===== src/mwcs_pkg.sv =====
// Package for the Microwire EEPROM command store.
// Holds widths, action codes, sequencer states and store geometry.
// No dependencies.
package mwcs_pkg;

   localparam int ACTION_W    = 3;
   localparam int ADDR_W      = 7;
   localparam int DATA_W      = 16;
   localparam int BYTE_W      = 8;
   localparam int STORE_BYTES = 128;
   localparam int ROWS        = STORE_BYTES / 2;
   localparam int ROW_W       = $clog2(ROWS);
   localparam int BYTE_IDX_W  = $clog2(STORE_BYTES);

   localparam logic [ROW_W-1:0]  ROW_LAST    = ROW_W'(ROWS - 1);
   localparam logic [BYTE_W-1:0] ERASED_BYTE = '1;

   typedef enum logic [ACTION_W-1:0] {
      ACT_READ      = 3'd0,
      ACT_WRITE     = 3'd1,
      ACT_ERASE     = 3'd2,
      ACT_ENABLE    = 3'd3,
      ACT_DISABLE   = 3'd4,
      ACT_ERASE_ALL = 3'd5,
      ACT_WRITE_ALL = 3'd6
   } mwcs_action_type;

   typedef enum logic [1:0] {
      ST_IDLE,
      ST_READ,
      ST_FILL
   } mwcs_state_type;

endpackage


===== src/mwcs_if.sv =====
// Valid/ready channel interfaces for command items and result items.
// Depends on mwcs_pkg.
interface mwcs_req_if;
   import mwcs_pkg::*;

   logic                valid;
   logic                ready;
   logic [ACTION_W-1:0] action;
   logic [ADDR_W-1:0]   address;
   logic [DATA_W-1:0]   write_value;

   modport source (output valid, output action, output address, output write_value,
                   input ready);
   modport sink   (input valid, input action, input address, input write_value,
                   output ready);
endinterface

interface mwcs_rsp_if;
   import mwcs_pkg::*;

   logic              valid;
   logic              ready;
   logic [DATA_W-1:0] read_value;
   logic              status;

   modport source (output valid, output read_value, output status, input ready);
   modport sink   (input valid, input read_value, input status, output ready);
endinterface


===== src/microwire_eeprom_command_store_core.sv =====
// Microwire EEPROM command store: 128-byte store, write-enable latch, sequencer.
// Depends on mwcs_pkg and the channel interfaces in mwcs_if.sv.
//
//  channel    dir  handshake     payload
//  req_chan   in   valid/ready   action, address, write_value
//  rsp_chan   out  valid/ready   read_value, status
//  csr_*      in   csr_we        csr_wdata (word organization)
//
// Write, erase, latch and erase-all items: result in the cycle after the accept. Read:
// registered read of the 64x16 store, then ST_READ registers the result. Write-all:
// ST_FILL writes one row per cycle through the store's single write port, then the result.
// Reset clears per-byte valid flops at once; an invalid byte reads as erased.
// req_chan.ready is low while a result waits and is not taken in that cycle.
module microwire_eeprom_command_store_core (
   input  logic         clock,
   input  logic         reset,
   mwcs_req_if.sink     req_chan,
   mwcs_rsp_if.source   rsp_chan,
   input  logic         csr_we,
   input  logic         csr_wdata
);
   import mwcs_pkg::*;

   mwcs_state_type           state_ff, state_in;
   logic                     wel_ff, wel_in;
   logic                     org_ff;
   logic [STORE_BYTES-1:0]   valid_ff, valid_in;

   logic [DATA_W-1:0]        mem [ROWS];
   logic                     mem_we_hi, mem_we_lo, mem_re;
   logic [ROW_W-1:0]         mem_waddr, mem_raddr;
   logic [DATA_W-1:0]        mem_wdata;
   logic [DATA_W-1:0]        rd_data_ff;

   logic [ROW_W-1:0]         op_row_ff, op_row_in;
   logic                     op_lo_ff, op_lo_in;
   logic [DATA_W-1:0]        fill_value_ff, fill_value_in;

   logic                     rsp_valid_ff, rsp_valid_in;
   logic [DATA_W-1:0]        rsp_value_ff, rsp_value_in;
   logic                     rsp_status_ff, rsp_status_in;

   logic                     accept;
   logic [ROW_W-1:0]         req_row;
   logic [BYTE_W-1:0]        rd_hi, rd_lo;

   assign req_chan.ready      = (state_ff == ST_IDLE) && (!rsp_valid_ff || rsp_chan.ready);
   assign accept              = req_chan.valid && req_chan.ready;
   assign rsp_chan.valid      = rsp_valid_ff;
   assign rsp_chan.read_value = rsp_value_ff;
   assign rsp_chan.status     = rsp_status_ff;

   assign req_row = org_ff ? req_chan.address[ROW_W-1:0] : req_chan.address[ADDR_W-1:1];
   assign rd_hi   = valid_ff[{op_row_ff, 1'b0}] ? rd_data_ff[DATA_W-1:BYTE_W] : ERASED_BYTE;
   assign rd_lo   = valid_ff[{op_row_ff, 1'b1}] ? rd_data_ff[BYTE_W-1:0] : ERASED_BYTE;

   always_comb begin
      state_in      = state_ff;
      wel_in        = wel_ff;
      valid_in      = valid_ff;
      mem_we_hi     = 1'b0;
      mem_we_lo     = 1'b0;
      mem_re        = 1'b0;
      mem_waddr     = op_row_ff;
      mem_raddr     = req_row;
      mem_wdata     = fill_value_ff;
      op_row_in     = op_row_ff;
      op_lo_in      = op_lo_ff;
      fill_value_in = fill_value_ff;
      rsp_valid_in  = rsp_valid_ff && !rsp_chan.ready;
      rsp_value_in  = rsp_value_ff;
      rsp_status_in = rsp_status_ff;

      unique case (state_ff)
         ST_IDLE: begin
            if (accept) begin
               rsp_valid_in  = 1'b1;
               rsp_value_in  = '0;
               rsp_status_in = 1'b0;
               unique case (mwcs_action_type'(req_chan.action))
                  ACT_READ: begin
                     mem_re       = 1'b1;
                     op_row_in    = req_row;
                     op_lo_in     = req_chan.address[0];
                     rsp_valid_in = 1'b0;
                     state_in     = ST_READ;
                  end
                  ACT_WRITE: begin
                     if (wel_ff) begin
                        mem_waddr = req_row;
                        if (org_ff) begin
                           mem_wdata                   = req_chan.write_value;
                           mem_we_hi                   = 1'b1;
                           mem_we_lo                   = 1'b1;
                           valid_in[{req_row, 1'b0}]   = 1'b1;
                           valid_in[{req_row, 1'b1}]   = 1'b1;
                        end else begin
                           mem_wdata = {req_chan.write_value[BYTE_W-1:0],
                                        req_chan.write_value[BYTE_W-1:0]};
                           mem_we_hi = !req_chan.address[0];
                           mem_we_lo = req_chan.address[0];
                           valid_in[req_chan.address] = 1'b1;
                        end
                     end else begin
                        rsp_status_in = 1'b1;
                     end
                  end
                  ACT_ERASE: begin
                     if (wel_ff) begin
                        if (org_ff) begin
                           valid_in[{req_row, 1'b0}] = 1'b0;
                           valid_in[{req_row, 1'b1}] = 1'b0;
                        end else begin
                           valid_in[req_chan.address] = 1'b0;
                        end
                     end else begin
                        rsp_status_in = 1'b1;
                     end
                  end
                  ACT_ENABLE: begin
                     wel_in = 1'b1;
                  end
                  ACT_DISABLE: begin
                     wel_in = 1'b0;
                  end
                  ACT_ERASE_ALL: begin
                     if (wel_ff) begin
                        valid_in = '0;
                     end else begin
                        rsp_status_in = 1'b1;
                     end
                  end
                  ACT_WRITE_ALL: begin
                     if (wel_ff) begin
                        fill_value_in = org_ff ? req_chan.write_value :
                                        {req_chan.write_value[BYTE_W-1:0],
                                         req_chan.write_value[BYTE_W-1:0]};
                        op_row_in     = '0;
                        rsp_valid_in  = 1'b0;
                        state_in      = ST_FILL;
                     end else begin
                        rsp_status_in = 1'b1;
                     end
                  end
                  default: begin
                  end
               endcase
            end
         end
         ST_READ: begin
            rsp_valid_in  = 1'b1;
            rsp_status_in = 1'b0;
            if (org_ff) begin
               rsp_value_in = {rd_hi, rd_lo};
            end else begin
               rsp_value_in = {{BYTE_W{1'b0}}, op_lo_ff ? rd_lo : rd_hi};
            end
            state_in = ST_IDLE;
         end
         ST_FILL: begin
            mem_we_hi                   = 1'b1;
            mem_we_lo                   = 1'b1;
            valid_in[{op_row_ff, 1'b0}] = 1'b1;
            valid_in[{op_row_ff, 1'b1}] = 1'b1;
            op_row_in                   = op_row_ff + 1'b1;
            if (op_row_ff == ROW_LAST) begin
               rsp_valid_in  = 1'b1;
               rsp_value_in  = '0;
               rsp_status_in = 1'b0;
               state_in      = ST_IDLE;
            end
         end
         default: begin
            state_in = ST_IDLE;
         end
      endcase
   end

   always_ff @(posedge clock) begin
      if (reset) begin
         state_ff     <= ST_IDLE;
         wel_ff       <= 1'b0;
         org_ff       <= 1'b0;
         valid_ff     <= '0;
         rsp_valid_ff <= 1'b0;
      end else begin
         state_ff     <= state_in;
         wel_ff       <= wel_in;
         valid_ff     <= valid_in;
         rsp_valid_ff <= rsp_valid_in;
         if (csr_we) begin
            org_ff <= csr_wdata;
         end
      end
   end

   always_ff @(posedge clock) begin
      op_row_ff     <= op_row_in;
      op_lo_ff      <= op_lo_in;
      fill_value_ff <= fill_value_in;
      rsp_value_ff  <= rsp_value_in;
      rsp_status_ff <= rsp_status_in;
   end

   always_ff @(posedge clock) begin
      if (mem_we_hi) begin
         mem[mem_waddr][DATA_W-1:BYTE_W] <= mem_wdata[DATA_W-1:BYTE_W];
      end
      if (mem_we_lo) begin
         mem[mem_waddr][BYTE_W-1:0] <= mem_wdata[BYTE_W-1:0];
      end
   end

   always_ff @(posedge clock) begin
      if (mem_re) begin
         rd_data_ff <= mem[mem_raddr];
      end
   end

endmodule


===== src/flat_wrapper.sv =====
// flat-port wrapper written by rule: the top's interface ports become plain ports
module microwire_eeprom_command_store_core_flat import mwcs_pkg::*;
  (clock, reset, csr_we, csr_wdata, req_chan_valid, req_chan_action, req_chan_address, req_chan_write_value, req_chan_ready, rsp_chan_valid, rsp_chan_read_value, rsp_chan_status, rsp_chan_ready);
  mwcs_req_if req_chan_i ();
  mwcs_rsp_if rsp_chan_i ();
  input  logic clock;
  input  logic reset;
  input  logic csr_we;
  input  logic csr_wdata;
  input wire logic [$bits(req_chan_i.valid)-1:0] req_chan_valid;
  input wire logic [$bits(req_chan_i.action)-1:0] req_chan_action;
  input wire logic [$bits(req_chan_i.address)-1:0] req_chan_address;
  input wire logic [$bits(req_chan_i.write_value)-1:0] req_chan_write_value;
  output wire logic [$bits(req_chan_i.ready)-1:0] req_chan_ready;
  output wire logic [$bits(rsp_chan_i.valid)-1:0] rsp_chan_valid;
  output wire logic [$bits(rsp_chan_i.read_value)-1:0] rsp_chan_read_value;
  output wire logic [$bits(rsp_chan_i.status)-1:0] rsp_chan_status;
  input wire logic [$bits(rsp_chan_i.ready)-1:0] rsp_chan_ready;
  assign req_chan_i.valid = req_chan_valid;
  assign req_chan_i.action = req_chan_action;
  assign req_chan_i.address = req_chan_address;
  assign req_chan_i.write_value = req_chan_write_value;
  assign req_chan_ready = req_chan_i.ready;
  assign rsp_chan_valid = rsp_chan_i.valid;
  assign rsp_chan_read_value = rsp_chan_i.read_value;
  assign rsp_chan_status = rsp_chan_i.status;
  assign rsp_chan_i.ready = rsp_chan_ready;
  microwire_eeprom_command_store_core u_core (.clock(clock), .reset(reset), .req_chan(req_chan_i), .rsp_chan(rsp_chan_i), .csr_we(csr_we), .csr_wdata(csr_wdata));
endmodule

===== config.mk =====
export PLATFORM = sky130hd
export DESIGN_NAME = microwire_eeprom_command_store_core_flat
export DESIGN_NICKNAME = d
export VERILOG_FILES = /design/src/mwcs_pkg.sv /design/src/mwcs_if.sv /design/src/microwire_eeprom_command_store_core.sv /design/src/flat_wrapper.sv
export SDC_FILE = /design/constraint.sdc
export NUM_CORES = 2
export LEC_CHECK = 0
export ABC_AREA = 1
export CORE_ASPECT_RATIO = 1.5
export CORE_MARGIN = 1.5
export CORE_UTILIZATION = 55
export CTS_BUF_LIST = sky130_fd_sc_hd__clkbuf_16
export CTS_CLUSTER_DIAMETER = 120
export DETAILED_ROUTE_END_ITERATION = 8
export DONT_BUFFER_PORTS = 1
export PLACE_DENSITY = 0.8
export SLEW_MARGIN = 5
export SYNTH_ARGS = -nofsm -noshare
export SYNTH_HDL_FRONTEND = slang
export SYNTH_SLANG_ARGS = --single-unit

===== constraint.sdc =====
create_clock -name clock -period 6.13 [get_ports clock]
set_input_delay 0.3065 -clock clock [delete_from_list [all_inputs] [get_ports clock]]
set_output_delay 0.3065 -clock clock [all_outputs]
set_load 0.05 [all_outputs]

After elaboration in Yosys (flattened, before gate mapping). Memory sizes are Yosys's and may differ from the RTL's. A register that Yosys moved wholly into a read port is not among the register bits. Index checks and enable logic that the tools add are counted.

Input bits: 32. Word-level logic and storage cells: 150. Memories: 1. Register bits: 173. Bits in writable memories: 1024. Bits in latches: 0. Bits in read-only memories: 0. Output and inout bits: 19.

Memories: u_core.mem (depth 64, width 16, rd ports 1, clocked after memory_dff 1, wr ports 1, RTL line microwire_eeprom_command_store_core.sv:29) `logic [DATA_W-1:0] mem [ROWS];`.

Multipliers: 0. Order comparisons: 10. Add/subtract/negate cells: 1. Reductions and logical operators: 25. Multiplexer cells: 75. Div/mod/pow operators: 0. Equality and inequality tests: 17. Shift operators: 0. Bitwise logic cells: 11.

Operators with widths (count): $mux W128 (6); $and A128 B128 Y128 (3); $or A128 B128 Y128 (3); $pmux W128 S3 (1); $not A128 Y128 (2); $or A128 B127 Y128 (2); $pmux W128 S2 (1); $mux W16 (8); $not A127 Y128 (1); $pmux W16 S3 (1); $mux W6 (7); $lt A7 B8 Y1 const B (5); $ge A7 B1 Y1 const B (5); $mux W1 (28); $demux W1 S6 (4); $mux W8 (3); $pmux W6 S2 (2); $bmux W1 S6 (2); $ne A3 B2 Y1 const B (4); $reduce_and A3 Y1 (4); $eq A3 B3 Y1 const B (3); $logic_and A1 B1 Y1 (8); $pmux W1 S2 (4); $pmux W2 S2 (2); other kinds (21) (30).

Depth between registers and ports, before layout.
Depth after elaboration: 13. Gate-level depth with buffers: 17. Depth with buffers taken out: 14.

Least setup slack after synthesis. Ideal clock, no wire load.

Path kind: reg-to-reg. Start point: register u_core.rsp_valid_ff, in the netlist u_core.rsp_chan.valid. End point: memory u_core.mem[0][0] (data pin). Cell stages (with the launch flop): 8. Data required time: 5428 ps. Arrival: 3928 ps. Setup slack: 1500 ps. Path buffers: 1. Library setup time: 702 ps. Period minus slack after synthesis: 4630 ps. Cell sequence: dfxtp_1 nand2_1 nand3_2 inv_2 nand2_1 inv_1 clkbuf_1 o21ai_0.

Word-level cells in the longest chain between the ends: 6.

Ends and longest elaborated chain: from (decl) (RTL line microwire_eeprom_command_store_core.sv:39) `logic rsp_valid_ff, rsp_valid_in;`; from (signal assigned) (RTL line microwire_eeprom_command_store_core.sv:190) `rsp_valid_ff <= rsp_valid_in;`; $logic_not A1 Y1 (RTL line microwire_eeprom_command_store_core.sv:47) `assign req_chan.ready = (state_ff == ST_IDLE) && (!rsp_valid_ff || rsp_chan.ready);`; $logic_or A1 B1 Y1 (RTL line microwire_eeprom_command_store_core.sv:47); $logic_and A1 B1 Y1 (RTL line microwire_eeprom_command_store_core.sv:47); $logic_and A1 B1 Y1 (RTL line microwire_eeprom_command_store_core.sv:48) `assign accept = req_chan.valid && req_chan.ready;`; $mux W16 (RTL line microwire_eeprom_command_store_core.sv:76) `if (accept) begin`; $mux W16 (RTL line microwire_eeprom_command_store_core.sv:74) `unique case (state_ff)`; named net u_core.mem_wdata[0] (RTL line microwire_eeprom_command_store_core.sv:32) `logic [DATA_W-1:0] mem_wdata;`; to (decl) (RTL line microwire_eeprom_command_store_core.sv:29).

The timed path passes the listed nets, and every way through them passes these cells.

Final worst setup path.
Start point: register u_core.state_ff[0]. End point: memory u_core.mem[13][13], enable pin.

Word-level cells in the longest chain between the ends: 7. Elaborated cells between the ends (all ways): 10. Classes of those cells: eq/ne: 1; mux: 6; reduce/logical: 3.

Ends and longest elaborated chain: from (decl) (RTL line microwire_eeprom_command_store_core.sv:24) `mwcs_state_type state_ff, state_in;`; from (signal assigned) (RTL line microwire_eeprom_command_store_core.sv:187) `state_ff <= state_in;`; $logic_not A2 Y1 (RTL line microwire_eeprom_command_store_core.sv:47, microwire_eeprom_command_store_core.sv:74); $logic_and A1 B1 Y1 (RTL line microwire_eeprom_command_store_core.sv:47); $logic_and A1 B1 Y1 (RTL line microwire_eeprom_command_store_core.sv:48); $mux W1 (RTL line microwire_eeprom_command_store_core.sv:76); $pmux W1 S2 (RTL line microwire_eeprom_command_store_core.sv:74); $mux W1 (RTL line microwire_eeprom_command_store_core.sv:206) `if (mem_we_hi) begin`; $mux W1 (not written as such) (RTL line microwire_eeprom_command_store_core.sv:207) `mem[mem_waddr][DATA_W-1:BYTE_W] <= mem_wdata[DATA_W-1:BYTE_W];`.

Several ways; a longest one is shown, not always the timed one.

==> out/qor.json <==
{
  "run_status": {
    "outcome": "completed"
  },
  "routing": {
    "detail_route.wirelength_um": 174000,
    "vias_per_cell": 5.86,
    "drt-pass1-iter-count": 8,
    "remaining_drc_errors": 0,
    "count_of_routing_violations_after_the_opening_detailed_route_iteration": 5821,
    "avgRoutedWirePerCell_um": 22.4,
    "vias": 45600,
    "antenna_left": 0
  },
  "sta": {
    "finalCritPeriodShare": 0.678,
    "skew_ns": 0.0486,
    "rsz0062_at_grt": "false",
    "setup_viol": 0,
    "setup_slack_ns": 1.97,
    "hold_viol": 0,
    "hold_slack_ns": 0.0454,
    "drv_slew": 0,
    "fin_tns_setup_ns": 0,
    "timing.max_slew.rel_slack": 0.113,
    "min_period_ns": 4.16,
    "max_freq_ghz": 0.241,
    "max_slew.worst_pin.slew_ns": 1.32
  },
  "critical_path": {
    "startpoint_kind_of_the_worst_setup_timing_path": "flip-flop",
    "critPathMaxFanout": 14,
    "crit_path_frequent_cell": "nand2_1",
    "critPathRequiredTime_ns": 6.48,
    "rr_startpoint": "u_core.state_ff[0]",
    "rr_endpoint": "u_core.mem[13][13]",
    "worst_case_reg_to_reg_path_depth": 12,
    "worst_path_max_delay_cell": "nor2_1",
    "path_delay_family": "simple AND/OR/NAND/NOR gates",
    "critical_path_depth": 12,
    "critPathArrivalTime_ns": 4.50,
    "worstSetupEndpointType": "flip-flop",
    "timing.critical_path.slowest_cell_delay_ns": 0.95,
    "timing.critical_path.cells": "inv_1, ha_1, nand3_2, inv_2, nand2_1, nor2_4, nand2_1, o21ai_1, nand2_1, nor2_2, nand2_1, nor2_1",
    "buf_inv_stages_crit_path": 2,
    "critical_path_class": "reg2reg",
    "regToRegSetupSlack_ns": 1.97
  },
  "job": {
    "timing.max_cap.violations": 0
  },
  "worst_hold_path": {
    "worstHoldStart": "req_chan_address[4]",
    "timing.hold.worst_path_depth": 2,
    "timing.hold.worst.class": "in2reg",
    "hold_end": "u_core.op_row_ff[3]"
  },
  "clock_network": {
    "cts_made_buffers": 108,
    "path_clk_slew_ns": 0.07,
    "cts.sinks": 1213,
    "clk_latency_ns": 0.75,
    "level_count_of_the_clock_h_tree": 3,
    "max-clock-path-buffers": 3,
    "tritoncts": "done",
    "cts_root_buffer": "clkbuf_16"
  },
  "cells_and_area": {
    "layout-drive-gt1-share": 0.0471,
    "nFillCells": 8017,
    "fin_nets": 6424,
    "fin_util": 0.604,
    "commonest_non_fill_non_tap_cells_in_the_layout": "nand2_1 (3366), edfxtp_1 (1080), nor2_1 (570)",
    "area_growth_syn_to_layout_pct": 8.76,
    "mostFrequentLayoutCell": "nand2_1"
  },
  "grt": {
    "grt_pass1_wl_um": 257000,
    "number_of_antenna_violations_at_the_first_check_in_global_routing": 6,
    "combined_global_route_utilization_of_all_metal_layers": 0.329,
    "grt_start_max_net_pins": 194,
    "grt_pass1_vias": 43100,
    "global_route.overflow_total": 0
  },
  "floorplanning": {
    "starting_density": 0.555,
    "floorplan.io_pins": 51,
    "die_h_um": 395,
    "area_of_the_die_sq_um": 104000,
    "die-width_um": 264,
    "row_count": 143,
    "core_sq_um": 101000
  },
  "placement": {
    "dpl_worst_slack_ns": 2.11,
    "place_congestion": 1.01,
    "numPortBuffers": 0,
    "place_hpwl_um": 108000
  },
  "synth": {
    "yosys_warnings": 0,
    "netlist-cell-type-count": 39,
    "mappedNetlistNets": 6517,
    "syn_inst": 6476,
    "mean_syn_cell_area_sq_um": 8.70,
    "seq_area_frac_synth": 0.623,
    "synth.ff_latch_count": 1213,
    "synth.cell_area_sq_um": 56300
  },
  "pwr": {
    "irDropWorstVdd_mv": 0.249,
    "power.density_nw_per_um2": 338,
    "leak_nw": 25.3
  }
}
==> Yosys cell counts <==
cell          n  area, sq um
nand2_1    3366        12600
edfxtp_1   1080        32400
nor2_1      572         2150
o21ai_0     287         1440
inv_1       284         1070
a21oi_1     150          751
buf_2       133          666
dfxtp_1     133         2660
clkbuf_1    129          484
nand3_1      86          430
buf_1        37          139
nor3_1       31          155
nand4_1      25          156
o31ai_1      22          165
nor2_2       18          113
o22ai_1      18          113
o21ai_1      15         75.1
inv_2        13         48.8
o2111ai_1    10         87.6
ha_1          9          113
o21ai_2       8         70.1
a31oi_1       7         43.8
nand3b_1      7         52.6
nor2_4        6         67.6
o21a_1        5         37.5
clkinv_1      4         15.0
a211oi_1      3         22.5
buf_6         3         33.8
buf_4         2         15.0
nand2_2       2         12.5
nor3_2        2         20.0
o211ai_1      2         15.0
a21oi_2       1         8.76
a221oi_1      1         8.76
a311oi_1      1         8.76
nand3_2       1         10.0
nor3b_1       1         7.51
o21ai_4       1         16.3
or2_2         1         6.26
==> power by group <==
part           switching [W]  internal [W]  leakage [nW]
Sequential          0.000491       0.00951          10.8
Clock                0.00308       0.00361          1.78
Combinational        0.00309      0.000964          12.7
Total                0.00665        0.0141          25.3
==> how the worst max path moves through the flow <==
stage | startpoint | endpoint | slack [ns]
2_1_floorplan | u_core.rsp_chan.valid | u_core.mem[0][0] | 1.50
4_1_cts | u_core.state_ff[0] | u_core.mem[48][5] | 2.10
3_3_place_gp | u_core.state_ff[0] | u_core.mem[49][13] | 2.28
5_1_grt | u_core.state_ff[0] | u_core.mem[49][11] | 1.76
6_report | u_core.state_ff[0] | u_core.mem[13][13] | 1.97
3_5_place_dp | u_core.state_ff[0] | u_core.mem[48][2] | 2.11
==> timing repair <==
item | in CTS | in global routing
resized for setup | 0 | 0
hold buffers | 31 | 0
hold endpoints to repair | 83 | 0
buffers inserted | 0 | 0
==> cell families (layout without fill, tap and decap cells) <==
group	after synthesis	count (layout)	synth area share
AND/OR/NAND/NOR	4118	4118	0.281
adder cells (fa/ha/maj)	9	9	0.00200
flip-flops	1213	1213	0.623
other	0	5	0
AO/OA/AOI/OAI	531	531	0.0507
buffers and inverters	605	601	0.0438
==> layout make-up <==
type	count	area, sq um	share of cell area
flip-flops and latches	1213	35100	0.573
multi-input cells	4658	19100	0.311
clock buffers	110	2750	0.0449
well taps	1305	1630	0.0266
inverters	301	1140	0.0186
repair buffers	101	891	0.0145
clock inverters	89	689	0.0112
diodes	5	12.5	0.000204
==> routing by layer <==
layer | GRT usage | vias to the layer above | share of wire
li1 | - | 20700 | -
met1 | 0.358 | 21000 | 0.32
met2 | 0.544 | 3073 | 0.47
met3 | 0.0802 | 840 | 0.11
met4 | 0.276 | 4 | 0.097
met5 | 0 | - | 0.00017
==> registers in the layout, summed over array words and instances (netlist names) <==
| register | flops |
|---|---|
| u_core.state_ff | 2 |
| u_core.org_ff | 1 |
| u_core.op_row_ff | 6 |
| u_core.fill_value_ff | 16 |
| u_core.op_lo_ff | 1 |
| u_core.valid_ff | 128 |
| u_core.wel_ff | 1 |
| u_core.rsp_chan.read_value | 16 |
| u_core.rsp_chan.status | 1 |
| u_core.rsp_chan.valid | 1 |
| u_core.mem | 1024 |
| u_core.rd_data_ff | 16 |
==> metrics by stage <==
stage | total power [W] | instance area, sq um | instances
finish | 0.0207 | 61300 | 7782
detailed placement | 0.0139 | 57500 | 7547
floorplan | 0.0127 | 56300 | 6476
global placement | 0.0139 | 57500 | 7547
global route | 0.0213 | 61300 | 7779
CTS | 0.0205 | 61300 | 7777
(Power assumes the default switching activity.)
